## src/rtl/cpar_pkg.sv

```systemverilog
`default_nettype none
// ---------------------------------------------------------------------------
// cpar_pkg
// Shared types and constants for the packet acknowledge receiver.
// ---------------------------------------------------------------------------
package cpar_pkg;

    localparam int unsigned ID_BITS_DEFAULT = 32;
    localparam int unsigned QUEUE_DEPTH     = 2;

    localparam logic [31:0] CRC_POLY       = 32'hEDB8_8320;
    localparam logic [31:0] CRC_SEED_RESET = 32'hFFFF_FFFF;

    localparam int unsigned PID_W  = 32;
    localparam int unsigned SIZE_W = 9;

    // input word opcodes
    typedef enum logic
    {
        OP_BYTE = 1'b0,
        OP_END  = 1'b1
    } opcode_t;

    // answer kinds
    typedef enum logic [1:0]
    {
        ACK_ACCEPT = 2'd0,
        ACK_RESEND = 2'd1,
        ACK_DUP    = 2'd2
    } ack_kind_t;

    // one queued answer
    typedef struct packed
    {
        logic [PID_W-1:0]  pid;
        logic [SIZE_W-1:0] size;
        ack_kind_t         kind;
    } ack_t;

endpackage : cpar_pkg
`default_nettype wire

```

## src/rtl/cpar_front.sv

```systemverilog
`default_nettype none
// ---------------------------------------------------------------------------
// cpar_front
// Takes input words, runs the byte-wide crc and classifies each packet end.
// ---------------------------------------------------------------------------
module cpar_front
    import cpar_pkg::*;
#(
    parameter int unsigned ID_BITS = ID_BITS_DEFAULT
)
(
    input  wire logic              clk,
    input  wire logic              rst_n,
    input  wire logic              cfg_we,
    input  wire logic [31:0]       cfg_wdata,
    input  wire logic              in_valid,
    output logic                   in_ready,
    input  wire opcode_t           in_opcode,
    input  wire logic [7:0]        in_byte,
    input  wire logic              in_last,
    input  wire logic [PID_W-1:0]  in_pid,
    input  wire logic [31:0]       in_claimed,
    input  wire logic [SIZE_W-1:0] in_size,
    input  wire logic              q_full,
    output logic                   q_push,
    output ack_t                   q_data
);

    localparam logic [ID_BITS-1:0] ID_ONE = {{(ID_BITS-1){1'b0}}, 1'b1};

    logic [31:0]        crc_seed_reg, crc_seed_next;
    logic [31:0]        running_crc_reg, running_crc_next;
    logic [ID_BITS-1:0] expected_id_reg, expected_id_next;

    logic [31:0]        crc_upd;
    logic [63:0]        pid_ext;
    logic [ID_BITS-1:0] pid_cmp;
    logic               accept;
    logic               id_match;
    logic               id_older;

    // reflected crc over one byte, one bit per step
    function automatic logic [31:0] crc_byte(input logic [31:0] crc, input logic [7:0] b);
        logic [31:0] c;
        c = crc ^ {24'd0, b};
        for (int k = 0; k < 8; k++)
        begin
            c = c[0] ? ((c >> 1) ^ CRC_POLY) : (c >> 1);
        end
        return c;
    endfunction

    assign in_ready = !q_full;
    assign accept   = in_valid && in_ready;
    assign crc_upd  = crc_byte(running_crc_reg, in_byte);
    assign pid_ext  = {32'd0, in_pid};
    assign pid_cmp  = pid_ext[ID_BITS-1:0];
    assign id_match = (pid_cmp == expected_id_reg);
    assign id_older = (pid_cmp < expected_id_reg);

    always_comb
    begin
        crc_seed_next    = crc_seed_reg;
        running_crc_next = running_crc_reg;
        expected_id_next = expected_id_reg;
        q_push           = 1'b0;
        q_data.pid       = in_pid;
        q_data.size      = in_size;
        q_data.kind      = ACK_DUP;
        if (cfg_we)
        begin
            crc_seed_next    = cfg_wdata;
            running_crc_next = cfg_wdata;
        end
        else if (accept)
        begin
            if (in_opcode == OP_END)
            begin
                expected_id_next = ID_ONE;
                running_crc_next = crc_seed_reg;
            end
            else if (!in_last)
            begin
                running_crc_next = crc_upd;
            end
            else
            begin
                running_crc_next = crc_seed_reg;
                if (id_match)
                begin
                    q_push = 1'b1;
                    if (crc_upd == in_claimed)
                    begin
                        q_data.kind      = ACK_ACCEPT;
                        expected_id_next = expected_id_reg + ID_ONE;
                    end
                    else
                    begin
                        q_data.kind = ACK_RESEND;
                    end
                end
                else if (id_older)
                begin
                    q_push      = 1'b1;
                    q_data.kind = ACK_DUP;
                end
            end
        end
    end

    always_ff @(posedge clk or negedge rst_n)
    begin
        if (!rst_n)
        begin
            crc_seed_reg    <= CRC_SEED_RESET;
            running_crc_reg <= CRC_SEED_RESET;
            expected_id_reg <= ID_ONE;
        end
        else
        begin
            crc_seed_reg    <= crc_seed_next;
            running_crc_reg <= running_crc_next;
            expected_id_reg <= expected_id_next;
        end
    end

endmodule : cpar_front
`default_nettype wire

```

## src/rtl/cpar_queue.sv

```systemverilog
`default_nettype none
// ---------------------------------------------------------------------------
// cpar_queue
// Short first-in first-out queue of answers between front and back.
// ---------------------------------------------------------------------------
module cpar_queue
    import cpar_pkg::*;
(
    input  wire logic clk,
    input  wire logic rst_n,
    input  wire logic push,
    input  wire ack_t push_data,
    output logic      full,
    input  wire logic pop,
    output ack_t      pop_data,
    output logic      empty
);

    localparam int unsigned PTR_W = (QUEUE_DEPTH > 1) ? $clog2(QUEUE_DEPTH) : 1;
    localparam int unsigned CNT_W = $clog2(QUEUE_DEPTH + 1);
    localparam logic [PTR_W-1:0] PTR_LAST = PTR_W'(QUEUE_DEPTH - 1);
    localparam logic [CNT_W-1:0] CNT_FULL = CNT_W'(QUEUE_DEPTH);

    ack_t             entry_reg [QUEUE_DEPTH];
    logic [PTR_W-1:0] wr_ptr_reg, wr_ptr_next;
    logic [PTR_W-1:0] rd_ptr_reg, rd_ptr_next;
    logic [CNT_W-1:0] count_reg, count_next;
    logic             do_push;
    logic             do_pop;

    assign full     = (count_reg == CNT_FULL);
    assign empty    = (count_reg == '0);
    assign do_push  = push && !full;
    assign do_pop   = pop && !empty;
    assign pop_data = entry_reg[rd_ptr_reg];

    always_comb
    begin
        wr_ptr_next = wr_ptr_reg;
        rd_ptr_next = rd_ptr_reg;
        count_next  = count_reg;
        if (do_push)
        begin
            wr_ptr_next = (wr_ptr_reg == PTR_LAST) ? '0 : wr_ptr_reg + 1'b1;
        end
        if (do_pop)
        begin
            rd_ptr_next = (rd_ptr_reg == PTR_LAST) ? '0 : rd_ptr_reg + 1'b1;
        end
        if (do_push && !do_pop)
        begin
            count_next = count_reg + 1'b1;
        end
        else if (do_pop && !do_push)
        begin
            count_next = count_reg - 1'b1;
        end
    end

    always_ff @(posedge clk or negedge rst_n)
    begin
        if (!rst_n)
        begin
            wr_ptr_reg <= '0;
            rd_ptr_reg <= '0;
            count_reg  <= '0;
        end
        else
        begin
            wr_ptr_reg <= wr_ptr_next;
            rd_ptr_reg <= rd_ptr_next;
            count_reg  <= count_next;
        end
    end

    always_ff @(posedge clk)
    begin
        if (do_push)
        begin
            entry_reg[wr_ptr_reg] <= push_data;
        end
    end

endmodule : cpar_queue
`default_nettype wire

```

## src/rtl/cpar_back.sv

```systemverilog
`default_nettype none
// ---------------------------------------------------------------------------
// cpar_back
// Drains queued answers, builds the acknowledge word and holds it for output.
// ---------------------------------------------------------------------------
module cpar_back
    import cpar_pkg::*;
(
    input  wire logic        clk,
    input  wire logic        rst_n,
    input  wire logic        q_empty,
    input  wire ack_t        q_data,
    output logic             q_pop,
    output logic             out_valid,
    input  wire logic        out_ready,
    output logic [PID_W-1:0] out_id,
    output logic [SIZE_W-1:0] out_size,
    output logic             out_error,
    output ack_kind_t        out_kind
);

    logic              valid_reg, valid_next;
    logic [PID_W-1:0]  id_reg;
    logic [SIZE_W-1:0] size_reg;
    logic              error_reg;
    ack_kind_t         kind_reg;

    assign q_pop = !q_empty && (!valid_reg || out_ready);

    always_comb
    begin
        valid_next = valid_reg;
        if (q_pop)
        begin
            valid_next = 1'b1;
        end
        else if (out_ready)
        begin
            valid_next = 1'b0;
        end
    end

    always_ff @(posedge clk or negedge rst_n)
    begin
        if (!rst_n)
        begin
            valid_reg <= 1'b0;
        end
        else
        begin
            valid_reg <= valid_next;
        end
    end

    always_ff @(posedge clk)
    begin
        if (q_pop)
        begin
            id_reg    <= q_data.pid;
            size_reg  <= q_data.size;
            error_reg <= (q_data.kind == ACK_RESEND);
            kind_reg  <= q_data.kind;
        end
    end

    assign out_valid = valid_reg;
    assign out_id    = id_reg;
    assign out_size  = size_reg;
    assign out_error = error_reg;
    assign out_kind  = kind_reg;

endmodule : cpar_back
`default_nettype wire

```

## src/rtl/crc32_packet_ack_receiver.sv

```systemverilog
`default_nettype none
// ---------------------------------------------------------------------------
// crc32_packet_ack_receiver
// Stop-and-wait link receiver: byte-wide crc-32 check and acknowledge words.
// ---------------------------------------------------------------------------
// usage
//   s_axis carries one payload byte per word plus the packet header fields;
//   tuser is the opcode (payload byte or end of transfer), tlast marks the
//   final byte of a packet. m_axis carries one acknowledge word per answered
//   packet; tuser is the answer kind (accept, resend, duplicate).
//   cfg_we / cfg_wdata write the crc seed; the running crc reloads at once.
// throughput
//   one input word per cycle while the answer queue has room; the crc update
//   for a byte is combinational in the front stage, so words stream back to back.
// path
//   an acknowledge reaches m_axis after its last byte is taken by passing
//   through the answer queue and then the output register.
// stall
//   while m_axis is held off, answers collect in a two-entry queue; once it
//   is full s_axis_tready drops until the output drains.
// reset
//   seed and running crc go to all ones, expected id to one, queue and
//   output register empty.
// ---------------------------------------------------------------------------
module crc32_packet_ack_receiver
    import cpar_pkg::*;
#(
    parameter int unsigned ID_BITS = ID_BITS_DEFAULT
)
(
    input  wire logic        clk,
    input  wire logic        rst_n,
    // config: crc seed
    input  wire logic        cfg_we,
    input  wire logic [31:0] cfg_wdata,
    // input words
    input  wire logic        s_axis_tvalid,
    output logic             s_axis_tready,
    // data_byte[7:0], packet_id[39:8], claimed_crc[71:40], payload_size[80:72]
    input  wire logic [87:0] s_axis_tdata,
    // opcode[0]
    input  wire logic        s_axis_tuser,
    input  wire logic        s_axis_tlast,
    // acknowledge words
    output logic             m_axis_tvalid,
    input  wire logic        m_axis_tready,
    // ack_id[31:0], ack_size[40:32], error_flag[41]
    output logic [47:0]      m_axis_tdata,
    // ack_kind[1:0]
    output logic [1:0]       m_axis_tuser
);

    logic              q_push;
    ack_t              q_wdata;
    logic              q_full;
    logic              q_pop;
    ack_t              q_rdata;
    logic              q_empty;
    logic [PID_W-1:0]  ack_id;
    logic [SIZE_W-1:0] ack_size;
    logic              error_flag;
    ack_kind_t         ack_kind;

    // front: crc and classification
    cpar_front #(
        .ID_BITS (ID_BITS)
    ) u_front (
        .clk        (clk),
        .rst_n      (rst_n),
        .cfg_we     (cfg_we),
        .cfg_wdata  (cfg_wdata),
        .in_valid   (s_axis_tvalid),
        .in_ready   (s_axis_tready),
        .in_opcode  (opcode_t'(s_axis_tuser)),
        .in_byte    (s_axis_tdata[7:0]),
        .in_last    (s_axis_tlast),
        .in_pid     (s_axis_tdata[39:8]),
        .in_claimed (s_axis_tdata[71:40]),
        .in_size    (s_axis_tdata[80:72]),
        .q_full     (q_full),
        .q_push     (q_push),
        .q_data     (q_wdata)
    );

    // answer queue between the two sides
    cpar_queue u_queue (
        .clk       (clk),
        .rst_n     (rst_n),
        .push      (q_push),
        .push_data (q_wdata),
        .full      (q_full),
        .pop       (q_pop),
        .pop_data  (q_rdata),
        .empty     (q_empty)
    );

    // back: output register
    cpar_back u_back (
        .clk       (clk),
        .rst_n     (rst_n),
        .q_empty   (q_empty),
        .q_data    (q_rdata),
        .q_pop     (q_pop),
        .out_valid (m_axis_tvalid),
        .out_ready (m_axis_tready),
        .out_id    (ack_id),
        .out_size  (ack_size),
        .out_error (error_flag),
        .out_kind  (ack_kind)
    );

    // pack output word, zero pad to whole bytes
    assign m_axis_tdata = {6'd0, error_flag, ack_size, ack_id};
    assign m_axis_tuser = ack_kind;

endmodule : crc32_packet_ack_receiver
`default_nettype wire

```

## config.mk

```make
export PLATFORM = sky130hd
export DESIGN_NAME = crc32_packet_ack_receiver
export DESIGN_NICKNAME = d
export VERILOG_FILES = /design/src/rtl/cpar_pkg.sv /design/src/rtl/cpar_front.sv /design/src/rtl/cpar_queue.sv /design/src/rtl/cpar_back.sv /design/src/rtl/crc32_packet_ack_receiver.sv
export SDC_FILE = /design/constraint.sdc
export NUM_CORES = 1
export LEC_CHECK = 0
export ABC_AREA = 1
export ABC_CLOCK_PERIOD_IN_PS = 4950
export BUFFER_PORTS_ARGS = -buffer_cell sky130_fd_sc_hd__buf_2
export CAP_MARGIN = 15
export CORE_ASPECT_RATIO = 1.4
export CORE_MARGIN = 1
export CORE_UTILIZATION = 45
export CTS_CLUSTER_SIZE = 12
export DETAILED_ROUTE_END_ITERATION = 12
export GPL_TIMING_DRIVEN = 0
export HOLD_SLACK_MARGIN = 0.06
export PLACE_DENSITY = 0.65
export SYNTH_ARGS = -nofsm -noshare
export SYNTH_HDL_FRONTEND = slang
export SYNTH_HIERARCHICAL = 1
export SYNTH_SLANG_ARGS = --single-unit
export TNS_END_PERCENT = 20
```

## constraint.sdc

```tcl
create_clock -name clk -period 4.95 [get_ports clk]
set_clock_uncertainty 0.05 [all_clocks]
set_input_delay 0.7425 -clock clk [delete_from_list [all_inputs] [get_ports clk]]
set_output_delay 0.7425 -clock clk [all_outputs]
set_load 0.1 [all_outputs]
```

# Word-level counts from Yosys, hierarchy flattened
# Memory sizes are Yosys's and may differ from the RTL's.
# Index checks and enable logic that the tools add are counted.
dict set report totals {
  regBits 145
  latch_bits 0
  mem_bits_rw 86
  mem_bits_ro 0
  inputBits 127
  out_inout_bits 52
  elab_cells 88
  memories 1
}
dict set report op_classes {
  add_sub_neg 5
  n_mul 0
  n_div 0
  magnitude_cmp 1
  eq_ne 4
  shift 0
  muxes 36
  n_bitwise 10
  reduce_logical 20
}
# memory words width rd rd_clocked_by_memory_dff write_ports line_no
set memory_table {}
lappend memory_table {u_queue.entry_reg 2 43 1 0 1 cpar_queue.sv:24} ;# ack_t entry_reg [QUEUE_DEPTH];
# op count
set op_table {}
lappend op_table {{32-bit 2-to-1 mux} 16}
lappend op_table {{13-bit inverter with 14-bit output} 8}
lappend op_table {{32-bit equality test} 2}
lappend op_table {{32-bit by 1-bit adder with 32-bit output, second input constant} 1}
lappend op_table {{32-bit < comparator} 1}
lappend op_table {{32-bit by 8-bit XOR with 32-bit output} 1}
lappend op_table {{2-bit 2-to-1 mux} 7}
lappend op_table {{1-bit 2-to-1 mux} 13}
lappend op_table {{2-bit nonzero test} 6}
lappend op_table {{1-bit logical AND} 6}
lappend op_table {{1-bit logical NOT} 5}
lappend op_table {{5-bit AND reduction} 1}
lappend op_table {{1-bit adder, second input constant} 2}
lappend op_table {{2-bit by 1-bit adder with 2-bit output, second input constant} 1}
lappend op_table {{2-bit by 1-bit equality test with 1-bit output, second input constant} 1}
lappend op_table {{2-bit equality test, second input constant} 1}
lappend op_table {{2-bit logical NOT} 1}
lappend op_table {{2-bit by 1-bit subtractor with 2-bit output, second input constant} 1}
lappend op_table {{1-bit logical OR} 1}
lappend op_table {{1-bit inverter} 1}

# Longest topological paths before layout
# Gate-level depths: netlist of run 1.
dict set report logic_depth {
  depth_word 24
  depth_mapped 22
  mapped_depth_nobuf 20
}

# By module
# Netlist of run 1, hierarchy kept.
# mod n_inst cells_each area_per_inst_um2
set modules_own_cells {}
lappend modules_own_cells {cpar_front 1 1323 8393.0}
lappend modules_own_cells {cpar_queue 1 256 3360.7}
lappend modules_own_cells {cpar_back 1 51 1373.8}
lappend modules_own_cells {crc32_packet_ack_receiver 1 8 56.3}

# Worst setup path before layout of run 1
# No wires, ideal clock.
dict set report synth_path {
  path_type {input port to flip-flop}
  start {input port s_axis_tdata[11]}
  end {memory u_queue/entry_reg[1][0] (netlist bit) (enable)}
  arrival_time_ns 3.920
  path_slack_ns 0.537
  stages 11
  n_path_buf 0
  path_cell_list {ha_1 a21oi_1 o21ai_0 nand3_1 a21oi_1 o21bai_1 o2111ai_1 a21o_1 a211oi_1 o21ai_0 nor2_1}
}
dict set report synth_via {
  elab_chain_len 10
  elab_cells_between_ends 11
}
# element line_no
set synth_lines {}
lappend synth_lines {{from (decl)} crc32_packet_ack_receiver.sv:40} ;# input wire logic [87:0] s_axis_tdata,
lappend synth_lines {{32-bit < comparator} cpar_front.sv:59} ;# assign id_older = (pid_cmp < expected_id_reg);
lappend synth_lines {{1-bit 2-to-1 mux} cpar_front.sv:102} ;# else if (id_older)
lappend synth_lines {{1-bit 2-to-1 mux (*)} cpar_front.sv:89} ;# if (id_match)
lappend synth_lines {{1-bit 2-to-1 mux (*)} cpar_front.sv:82} ;# else if (!in_last)
lappend synth_lines {{1-bit 2-to-1 mux (*)} cpar_front.sv:77} ;# if (in_opcode == OP_END)
lappend synth_lines {{1-bit 2-to-1 mux (*)} cpar_front.sv:75} ;# else if (accept)
lappend synth_lines {{1-bit 2-to-1 mux (*)} cpar_front.sv:70} ;# if (cfg_we)
lappend synth_lines {{named net q_push} crc32_packet_ack_receiver.sv:53} ;# logic q_push;
lappend synth_lines {{1-bit logical AND (*)} cpar_queue.sv:33} ;# assign do_push = push && !full;
lappend synth_lines {{1-bit 2-to-1 mux (*)} cpar_queue.sv:78} ;# if (do_push)
lappend synth_lines {{1-bit 2-to-1 mux (implied by the code) (*)} cpar_queue.sv:80} ;# entry_reg[wr_ptr_reg] <= push_data;
lappend synth_lines {{to (decl)} cpar_queue.sv:24}
# Mark *: on every way through the listed nets, which the timed path passes. The rest lies on a longest branch.

# Final worst setup path of run 1
dict set report layout_path {
  start {register u_front.expected_id_reg[26]}
  end {memory u_queue/entry_reg[1][22] (netlist bit) (enable)}
}
dict set report layout_via {
  elab_chain_len 10
  elab_cells_between_ends 11
}
# element line_no
set layout_lines {}
lappend layout_lines {{from (decl)} cpar_front.sv:33} ;# logic [ID_BITS-1:0] expected_id_reg, expected_id_next;
lappend layout_lines {{from (signal assigned)} cpar_front.sv:123} ;# expected_id_reg <= expected_id_next;
lappend layout_lines {{32-bit < comparator} cpar_front.sv:59}
lappend layout_lines {{1-bit 2-to-1 mux} cpar_front.sv:102}
lappend layout_lines {{1-bit 2-to-1 mux (*)} cpar_front.sv:89}
lappend layout_lines {{1-bit 2-to-1 mux (*)} cpar_front.sv:82}
lappend layout_lines {{1-bit 2-to-1 mux (*)} cpar_front.sv:77}
lappend layout_lines {{1-bit 2-to-1 mux (*)} cpar_front.sv:75}
lappend layout_lines {{1-bit 2-to-1 mux (*)} cpar_front.sv:70}
lappend layout_lines {{named net q_push} crc32_packet_ack_receiver.sv:53}
lappend layout_lines {{1-bit logical AND (*)} cpar_queue.sv:33}
lappend layout_lines {{1-bit 2-to-1 mux (*)} cpar_queue.sv:78}
lappend layout_lines {{1-bit 2-to-1 mux (implied by the code) (*)} cpar_queue.sv:80}
# Marks and branches as above.

==> reports/results.txt, run 1 <==
initial antenna violation count: 1
hold buffer count at cts: 0
DR vias: 11.4k
Slowest cell on crit path: nor2_4
worst slew pin tran: 0.815 ns
hold slack: 0.240 ns
Final Setup Violations: 0
RSZ-0062 raised after global routing: no
crit-path most repeated cell: nand2_1
FMAX: 257 MHz
Vias/cell: 5.12
max reg flops: 86
Final Cell Area: 15300 µm²
HPWL after detailed placement: 29500 µm
critical path endpoint category: register
Worst Setup SP: u_front/expected_id_reg[26]
total I/O pin count: 179
grt ovf: 0
post-CTS repair timing setup buffer count: 0
Port Buffer Count: 155
HP Class: primary input to async pin
routability cong.: 0.982
most common cell in the netlist: nand2_1
Resized Gates After CTS: 0
Post-synth top cells: nand2_1, inv_1, edfxtp_1
final period utilization: 0.787
Design Power: 7710 µW
MaxCap Viol Count: 0
pins over their slew limit: 0
Slew HR: 0.457
post-synthesis sequential area ratio: 0.494
Placed Area: 14600 µm²
Routed WL: 38300 µm
R2R Path Start: u_front/expected_id_reg[26]
Synth Cell Area: 13200 µm²
CP max FO: 28
DIE WIDTH: 147 µm
largest net degree at the start of global routing: 58
CP Launch Type: register
syn avg cell area: 8.05 µm²
H-Tree Depth: 1
pwr dens: 503 nW/µm²
global-route wire length before repair: 59600 µm
Clock Tree Root: clkbuf_16
GRT Util Overall: 0.261
Longest Clk Path Bufs: 3
gate count after technology mapping: 1638
run status: finished clean
Placeable Area: 28600 µm²
top area cells in the synthesized netlist: edfxtp_1, nand2_1, dfstp_2, dfrtp_1, inv_1
Rows: 73
VDD IR max: 0.000293 V
cell taking the most area after synthesis: edfxtp_1
Final Hold Fails: 0
Synth Register Bits: 231
Yosys cell types: 42
TritonCTS Buffers: 25
crit path time final: 3.90 ns
CP cell instances: clkbuf_1 -> inv_1 -> ha_1 -> nand2_1 -> nor2_1 -> nand2_1 -> nor4_1 -> nand2_1 -> a211oi_1 -> o21ai_0 -> nor2_4 -> buf_12
die area: 30000 µm²
Die Ht: 205 µm
P&R area growth vs syn: 16.3%
setup ws final: 1.05 ns
Async SR Flop Fraction: 0.437
Yosys top cell area share: 0.296
Arrival @ worst endpoint: 4.06 ns
CTS clk-pin slew, worst paths: 0.06 ns
predominant post-synthesis flop cell: edfxtp_1
filler instances: 2708
CP peak stage delay: 0.49 ns
critical path class: register to register
leak pwr: 0.00714 µW
EDFF count, synth: 130
wire per inst: 17.3 µm
worst slack at placement: 0.652 ns
setup TNS: 0 ns
DRC: 0
latest clock arrival within the worst-skew pair: 0.53 ns
initial core utilization: 0.461
Pre-antenna DRT Iters: 6
CTS tree: yes
share of cells above drive strength 1: 0.197
1st-iter DRT viols: 675
antenna fix cells: 0
yosys warns: 6
CP required: 5.12 ns
clk sink count: 231
vias in the first global route: 11.3k
Final ANT Viol Nets: 0
# nets final: 1990
==> placed cells by master, fill, tap and decap left out, drive strengths merged, types with 3 or more instances in the layout <==
cell and count:
a21oi 55, a31oi 24, buf 226, bufinv 3, clkbuf 68, clkinv 9
conb 6, dfrtp 36, dfstp 65, edfxtp 130, ha 34, inv 146
nand2 682, nand3 69, nand3b 12, nand4 42, nor2 112, nor3 19
nor4 9, o211ai 10, o21ai 43, xnor2 3, xor2 31
==> logic make-up (layout without fill, tap and decap cells) <==
logic type	count (synthesis)	after routing	share of synthesized area
AOI/OAI and AO/OA	138	138	0.0583
DFF	231	231	0.494
xor gates and xnor gates	34	34	0.0226
buffers and inverters	251	452	0.0923
other	1	6	0.000284
adders and majority gates	34	34	0.0323
and+or+nand+nor	949	949	0.300
==> through the flow <==
stage | std cells | utilization
final | 2219 | 0.536
after global routing | 2219 | 0.536
after CTS | 2219 | 0.536
after detailed placement | 2177 | 0.509
after global placement | 2173 | 0.505
after floorplan | 1643 | -
==> worst paths after layout <==
path                       depth (start not counted)                    endpoint  slack (ns)
setup / recovery                                  12    u_queue/entry_reg[1][22]        1.05
hold / removal                                     1        u_queue/count_reg[0]        0.24
setup reg to reg                                  12    u_queue/entry_reg[1][22]        1.05
hold reg to reg                                    2     u_front/crc_seed_reg[4]        0.41
max in group asynchronous                          2  u_front/expected_id_reg[0]        3.89
min in group clk                                   1     u_queue/entry_reg[1][5]        0.36
==> metal layers <==
metal	up-vias	wire [µm]	track usage
li1	5646	-	-
met1	5217	14000	0.276
met2	369	19700	0.485
met3	118	1930	0.0323
met4	2	2650	0.173
met5	-	12	0
==> layout make-up <==
type	instances	area, µm²	share of cell area
flip-flops and latches	231	6510	0.425
well taps	375	469	0.0306
inverters	149	562	0.0367
clock buffers	33	656	0.0428
multi-input cells	1161	5490	0.358
repair buffers	159	866	0.0565
clock inverters	9	119	0.00776
plain buffers	102	656	0.0428
==> power by group <==
group	switching (µW)	internal (µW)	leakage, µW
logic	2600	688	0.00439
clock network	728	1080	0.000374
registers	147	2470	0.00238
==> worst max-delay path, delay by kind of cell (launching register included) <==
family	cells	cell delay [ns]
flops	1	0.32
compound gates	2	0.76
simple gates	6	1.51
fa+ha+maj	1	0.28
buf+inv	3	0.65
(Power assumes the default switching activity.)
==> inputs of run 2 (changes only) <==
ABC_CLOCK_PERIOD_IN_PS = 3800   (was 4950)
clock period = 3.8 ns   (was 4.95 ns; I/O delays follow)
==> reports/results.txt, run 2 (synthesis results as in run 1) <==
initial core utilization: 0.461 (unchanged)
Design Power: 9950 µW (+29%)
Pre-antenna DRT Iters: 7 (+1)
Util after Layout: 0.536 (about the same)
Comb pwr share: 0.430 (+0.003)
critical path class: register to register
FMAX: 294 MHz (+15%)
VDD IR max: 0.000320 V (+9.4%)
CP max FO: 31 (+11%)
HP Class: primary input to async pin
vias in the first global route: 11.4k (+0.65%)
Longest Clk Path Bufs: 3 (unchanged)
antenna fix cells: 0 (unchanged)
DRC: 0 (unchanged)
leak pwr: 0.00715 µW (about the same)
Placeable Area: 28600 µm² (unchanged)
MaxCap Viol Count: 0 (unchanged)
Sw Share: 0.457 (+0.00603)
max reg flops: 86 (unchanged)
clk sink count: 231 (unchanged)
Final Setup Violations: 0 (unchanged)
Internal: 5400 µW (+28%)
1st-iter DRT viols: 610 (-9.6%)
share of cells above drive strength 1: 0.201 (+0.00379)
CP Launch Type: register
routability cong.: 0.953 (-3.0%)
Final ANT Viol Nets: 0 (unchanged)
CTS tree: yes
DR vias: 11.4k (+0.35%)
latest clock arrival within the worst-skew pair: 0.54 ns (about the same)
largest net degree at the start of global routing: 61 (+5.2%)
Final Hold Fails: 0 (unchanged)
Slew HR: 0.451 (-0.00547)
Clock Tree Root: clkbuf_16
filler instances: 2767 (+2.2%)
Vias/cell: 5.12 (+0.13%)
FF-to-FF setup slack: 0.40 ns (-0.65 ns)
Routed WL: 38600 µm (+0.60%)
initial antenna violation count: 1 (unchanged)
commonest non-fill, non-tap cell in the layout: nand2_1
most frequent cells in the layout: nand2_1, buf_2, inv_1
Arrival @ worst endpoint: 3.56 ns (-0.50 ns)
critical path endpoint category: register
pwr dens: 649 nW/µm² (+29%)
share of power burned in registers: 0.343 (+0.004)
CP required: 3.96 ns (-1.16 ns)
DP Cell Count: 2177 (unchanged)
Port Buffer Count: 155 (unchanged)
Rows: 73 (unchanged)
run status: finished clean
DIE WIDTH: 147 µm (unchanged)
worst slew pin tran: 0.823 ns (+0.00820 ns)
global-route wire length before repair: 59400 µm (-0.34%)
RSZ-0062 raised after global routing: no
total I/O pin count: 179 (unchanged)
wire per inst: 17.3 µm (+0.37%)
# nets final: 1992 (+0.10%)
die area: 30000 µm² (unchanged)
clock share of power: 0.227 (-0.007)
H-Tree Depth: 1 (unchanged)
grt ovf: 0 (unchanged)
crit path time final: 3.40 ns (-0.498 ns)
CTS clk-pin slew, worst paths: 0.06 ns (about the same)
final period utilization: 0.894 (+0.107)
P&R area growth vs syn: 16.3% (about the same)
NetSw: 4540 µW (+31%)
HPWL after detailed placement: 29400 µm (-0.47%)
TritonCTS Buffers: 24 (-4.0%)
pins over their slew limit: 0 (unchanged)
GRT Util Overall: 0.260 (-0.00196)
Die Ht: 205 µm (unchanged)
Non-Filler Instances: 2224 (+0.23%)
==> run 2: cell count changes in the layout (fill, tap and decap cells not counted) <==
| cell | change |
|---|---|
| clkbuf_1 | +4 |
| clkinv_1 | -4 |
| clkinv_4 | -1 |
| nor4_1 | -2 |
| bufinv_16 | -3 |
| clkbuf_8 | +4 |
| a211oi_2 | +1 |
| clkinv_2 | +2 |
| buf_4 | +3 |
| a211oi_1 | -1 |
| nor4_2 | +2 |
==> run 2: power by group through the flow <==
stage	Sequential (µW)	Combinational, µW	Clock (µW)
floorplan	4910	1780	0
global placement	3450	4180	0
detailed placement	3450	4270	0
CTS	3410	4280	2330
global route	3450	4590	2410
finish	3410	4280	2260
==> run 2: final cells by class <==
| class | instances | area (µm²) | share of cell area |
|---|---|---|---|
| Clock buffer | 41 | 726 | 0.0473 |
| Timing Repair Buffer | 162 | 888 | 0.0579 |
| Sequential cell | 231 | 6510 | 0.425 |
| Multi-Input combinational cell | 1161 | 5510 | 0.359 |
| Inverter | 149 | 562 | 0.0366 |
| Buffer | 102 | 656 | 0.0428 |
| Clock inverter | 3 | 15.0 | 0.000979 |
| Tap cell | 375 | 469 | 0.0306 |
==> run 2: path summary, 6_finish.rpt <==
kind / cells after the start / start / end
max: 12 / u_front/expected_id_reg[25] / u_queue/entry_reg[1][23]
min: 1 / rst_n / u_front/expected_id_reg[29]
min in group clk: 1 / s_axis_tdata[78] / u_queue/entry_reg[0][8]
max reg2reg: 12 / u_front/expected_id_reg[25] / u_queue/entry_reg[1][23]
min reg2reg: 2 / u_front/crc_seed_reg[20] / u_front/crc_seed_reg[20]
max in group asynchronous: 2 / rst_n / u_front/running_crc_reg[23]
==> run 2: routing by layer <==
metal  global-route usage  wire (µm)  vias to the layer above
met3               0.0294       1730                       95
met4                0.128       1880                        2
met2                0.506      20600                      335
met1                0.272      14300                     5314
met5                    0         13                        -
li1                     -          -                     5646
==> run 2: through the flow <==
step	TNS [ns]	hold WS (ns)	area [µm²]	worst slack, ns
6_report	0	0.0881	15300	0.401
5_1_grt	0	0.132	15300	0.140
4_1_cts	0	0.0956	15300	0.159
2_1_floorplan	0	0.224	13200	0.257
3_3_place_gp	-104.89	0.398	14500	-1.42
3_5_place_dp	-13.14	0.402	14600	-0.327
==> run 2: critical path: stages, from the launching register on <==
cell      delay (ns)
dfrtp_1         0.32
clkbuf_1        0.28
inv_1           0.09
ha_1            0.30
nand2_1         0.06
nor2_1          0.19
nand2_1         0.12
nor4_2          0.34
nand2_1         0.19
a211oi_2        0.37
o21ai_0         0.25
nor2_4          0.26
buf_12          0.24
==> run 2: timing repair <==
item                       in CTS  in global routing
hold endpoints to repair        0                  0
buffers inserted                3                  0
pin swaps                       1                  0
hold buffers                    0                  0
setup endpoints to repair      43                 12
gates cloned                    0                  0
resized for setup               2                  1
==> inputs of run 3 (changes only) <==
ABC_AREA = default   (was 1)
BUFFER_PORTS_ARGS = -buffer_cell sky130_fd_sc_hd__buf_4   (was -buffer_cell sky130_fd_sc_hd__buf_2)
==> reports/results.txt, run 3 <==
Clock Tree Root: clkbuf_16
Vias/cell: 5.17 (+0.90%)
Die Ht: 198 µm (-3.1%)
total I/O pin count: 179 (unchanged)
clk sink count: 231 (unchanged)
Slew HR: 0.489 (+0.0378)
HP Class: primary input to async pin
post-synthesis sequential area ratio: 0.526 (+0.0324)
die area: 28200 µm² (-6.1%)
DIE WIDTH: 142 µm (-3.1%)
largest net degree at the start of global routing: 52 (-15%)
final period utilization: 0.974 (+0.0798)
hold buffer count at cts: 0 (unchanged)
Async SR Flop Fraction: 0.437 (unchanged)
DP Cell Count: 1550 (-29%)
share of cells above drive strength 1: 0.333 (+0.132)
Synth Cell Area: 12400 µm² (-6.2%)
1st-iter DRT viols: 446 (-27%)
top area cells in the synthesized netlist: edfxtp_1, dfstp_2, dfrtp_1, mux2_4, xnor2_1
wire per inst: 18.1 µm (+4.4%)
CP peak stage delay: 0.60 ns (+0.23 ns)
cell taking the most area after synthesis: edfxtp_1
reg-to-reg endpoint: u_front/expected_id_reg[6]
H-Tree Depth: 1 (unchanged)
RSZ-0062 raised after global routing: yes
EDFF count, synth: 130 (unchanged)
gate count after technology mapping: 1021 (-38%)
run status: finished clean
CP max FO: 7 (-77%)
Crit path max-delay family: simple AND/OR/NAND/NOR gates
yosys warns: 6 (unchanged)
commonest non-fill, non-tap cell in the layout: buf_4
Port Buffer Count: 155 (unchanged)
Synth Register Bits: 231 (unchanged)
grt ovf: 0 (unchanged)
Slowest cell on crit path: dfstp_2
P&R area growth vs syn: 22.5%
worst slew pin tran: 0.766 ns (-0.0567 ns)
Non-Filler Instances: 1614 (-27%)
critical path endpoint category: register
predominant post-synthesis flop cell: edfxtp_1
worst slack at placement: -0.503 ns (-0.176 ns)
initial antenna violation count: 0 (-1)
setup TNS: 0 ns (unchanged)
Pre-antenna DRT Iters: 4 (-3)
Rows: 71 (-2.7%)
CP required: 4.19 ns (+0.23 ns)
pwr dens: 673 nW/µm² (+3.7%)
latest clock arrival within the worst-skew pair: 0.52 ns (-0.02 ns)
depth of the worst register-to-register path: 12 (unchanged)
MaxCap Viol Count: 0 (unchanged)
Yosys cell types: 56 (+33%)
DRC: 0 (unchanged)
CTS clk-pin slew, worst paths: 0.06 ns (about the same)
Arrival @ worst endpoint: 4.09 ns (+0.53 ns)
vias in the first global route: 8508 (-25%)
pins over their slew limit: 0 (unchanged)
routability cong.: 0.893 (-6.3%)
Final Setup Violations: 0 (unchanged)
cell depth of the worst setup path: 12 (unchanged)
crit-path most repeated cell: xnor2_4
Yosys top cell area share: 0.316 (+0.0194)
Final Hold Fails: 0 (unchanged)
HPWL after detailed placement: 21900 µm (-26%)
CTS tree: yes
DR vias: 8342 (-27%)
global-route wire length before repair: 45200 µm (-24%)
Top Metal Used: met4
critical path buffer and inverter count: 3 (unchanged)
FMAX: 270 MHz (-8.2%)
initial core utilization: 0.460 (-0.00153)
max reg flops: 86 (unchanged)
Routed WL: 29200 µm (-24%)
VDD IR max: 0.000312 V (-2.7%)
CP Launch Type: register
critical path class: register to register
R2R Path Start: u_front/running_crc_reg[5]
setup ws final: 0.0981 ns (-0.303 ns)
Final ANT Viol Nets: 0 (unchanged)
Met2 Wirelength: 15700 µm (-23%)
# nets final: 1392 (-30%)
met3 WL: 1350 µm (-22%)
most frequent cells in the layout: buf_4, edfxtp_1, a21oi_1
Longest Clk Path Bufs: 3 (unchanged)
crit path time final: 3.70 ns (+0.303 ns)
most common cell in the netlist: edfxtp_1
CP cell instances: xnor2_4 -> xnor2_4 -> xor3_1 -> or4_4 -> nor4b_4 -> and4_1 -> buf_6 -> nand3_4 -> buf_8 -> buf_2 -> or4_1 -> o21ai_1
TritonCTS Buffers: 24 (unchanged)
leak pwr: 0.00623 µW (-13%)
met1 wire length: 11000 µm (-23%)
FF-to-FF setup slack: 0.1 ns (-0.30 ns)
antenna fix cells: 0 (unchanged)
GRT Util Overall: 0.210 (-0.0492)
Placeable Area: 26900 µm² (-5.8%)
syn avg cell area: 12.1 µm² (+51%)
Post-synth top cells: edfxtp_1, a21oi_1, inv_1
run 3: cell types whose count changed in the layout (fill, tap and decap cells not counted), moves of 39 or more:
cell and change:
mux2_4 +39, nor2_1 -55, nand2_1 -593, buf_4 +166
xnor2_1 +52, buf_2 -158, nand3_1 -58, inv_1 -64
run 3: worst max path at each step:
stage,start,end,slack [ns]
5_1_grt,u_front/running_crc_reg[2],u_front/expected_id_reg[6],-0.03
3_5_place_dp,s_axis_tdata[4],u_front/expected_id_reg[28],-0.50
3_3_place_gp,s_axis_tdata[25],u_queue/entry_reg[1][42],-1.15
4_1_cts,u_front/running_crc_reg[2],u_front/expected_id_reg[27],-0.006
2_1_floorplan,u_queue/count_reg[0],u_queue/entry_reg[1][0],-0.29
6_report,u_front/running_crc_reg[5],u_front/expected_id_reg[6],0.1
run 3: area by class of cell:
class,instances,area [µm²]
fill,2321,11800
clock buffer,40,702
sequential,231,6510
clock inverter,4,46.3
tap,365,457
inverter,71,267
multi-input combinational,639,5180
timing repair buffer,179,1400
buffer,85,594
run 3: cells by family after synthesis:
logic type / Yosys count / share of synthesized area
other: 1 / 0.000303
DFF: 231 / 0.526
muxes: 55 / 0.0615
AOI/OAI and AO/OA: 206 / 0.0957
and+or+nand+nor: 219 / 0.0918
xor gates and xnor gates: 119 / 0.121
buffers and inverters: 156 / 0.0690
adders and majority gates: 34 / 0.0344
run 3: timing repair:
| action | in CTS | in global routing |
|---|---|---|
| setup endpoints to repair | 84 | 55 |
| resized for setup | 12 | 9 |
| pin swaps | 4 | 8 |
| buffers inserted | 6 | 14 |
run 3: routing by layer:
metal	GRT usage	vias to the layer above
li1	-	4006
met1	0.236	4033
met2	0.399	241
met3	0.0261	62
met4	0.0820	0
met5	0	-
run 3: where the power goes:
group	internal [µW]	total, µW	switching, µW
Combinational	1750	4630	2880
Clock	1320	2260	935
Sequential	3130	3320	186
run 3: metrics by stage:
| stage | util | power, µW | instance area, µm² | hold slack (ns) |
|---|---|---|---|---|
| after floorplan | - | 6900 | 12400 | 0.224 |
| after global placement | 0.521 | 7790 | 14000 | 0.407 |
| after detailed placement | 0.524 | 7860 | 14100 | 0.411 |
| after CTS | 0.558 | 10200 | 15000 | 0.0787 |
| after global routing | 0.563 | 10700 | 15200 | 0.109 |
| final | 0.563 | 10200 | 15200 | 0.0760 |
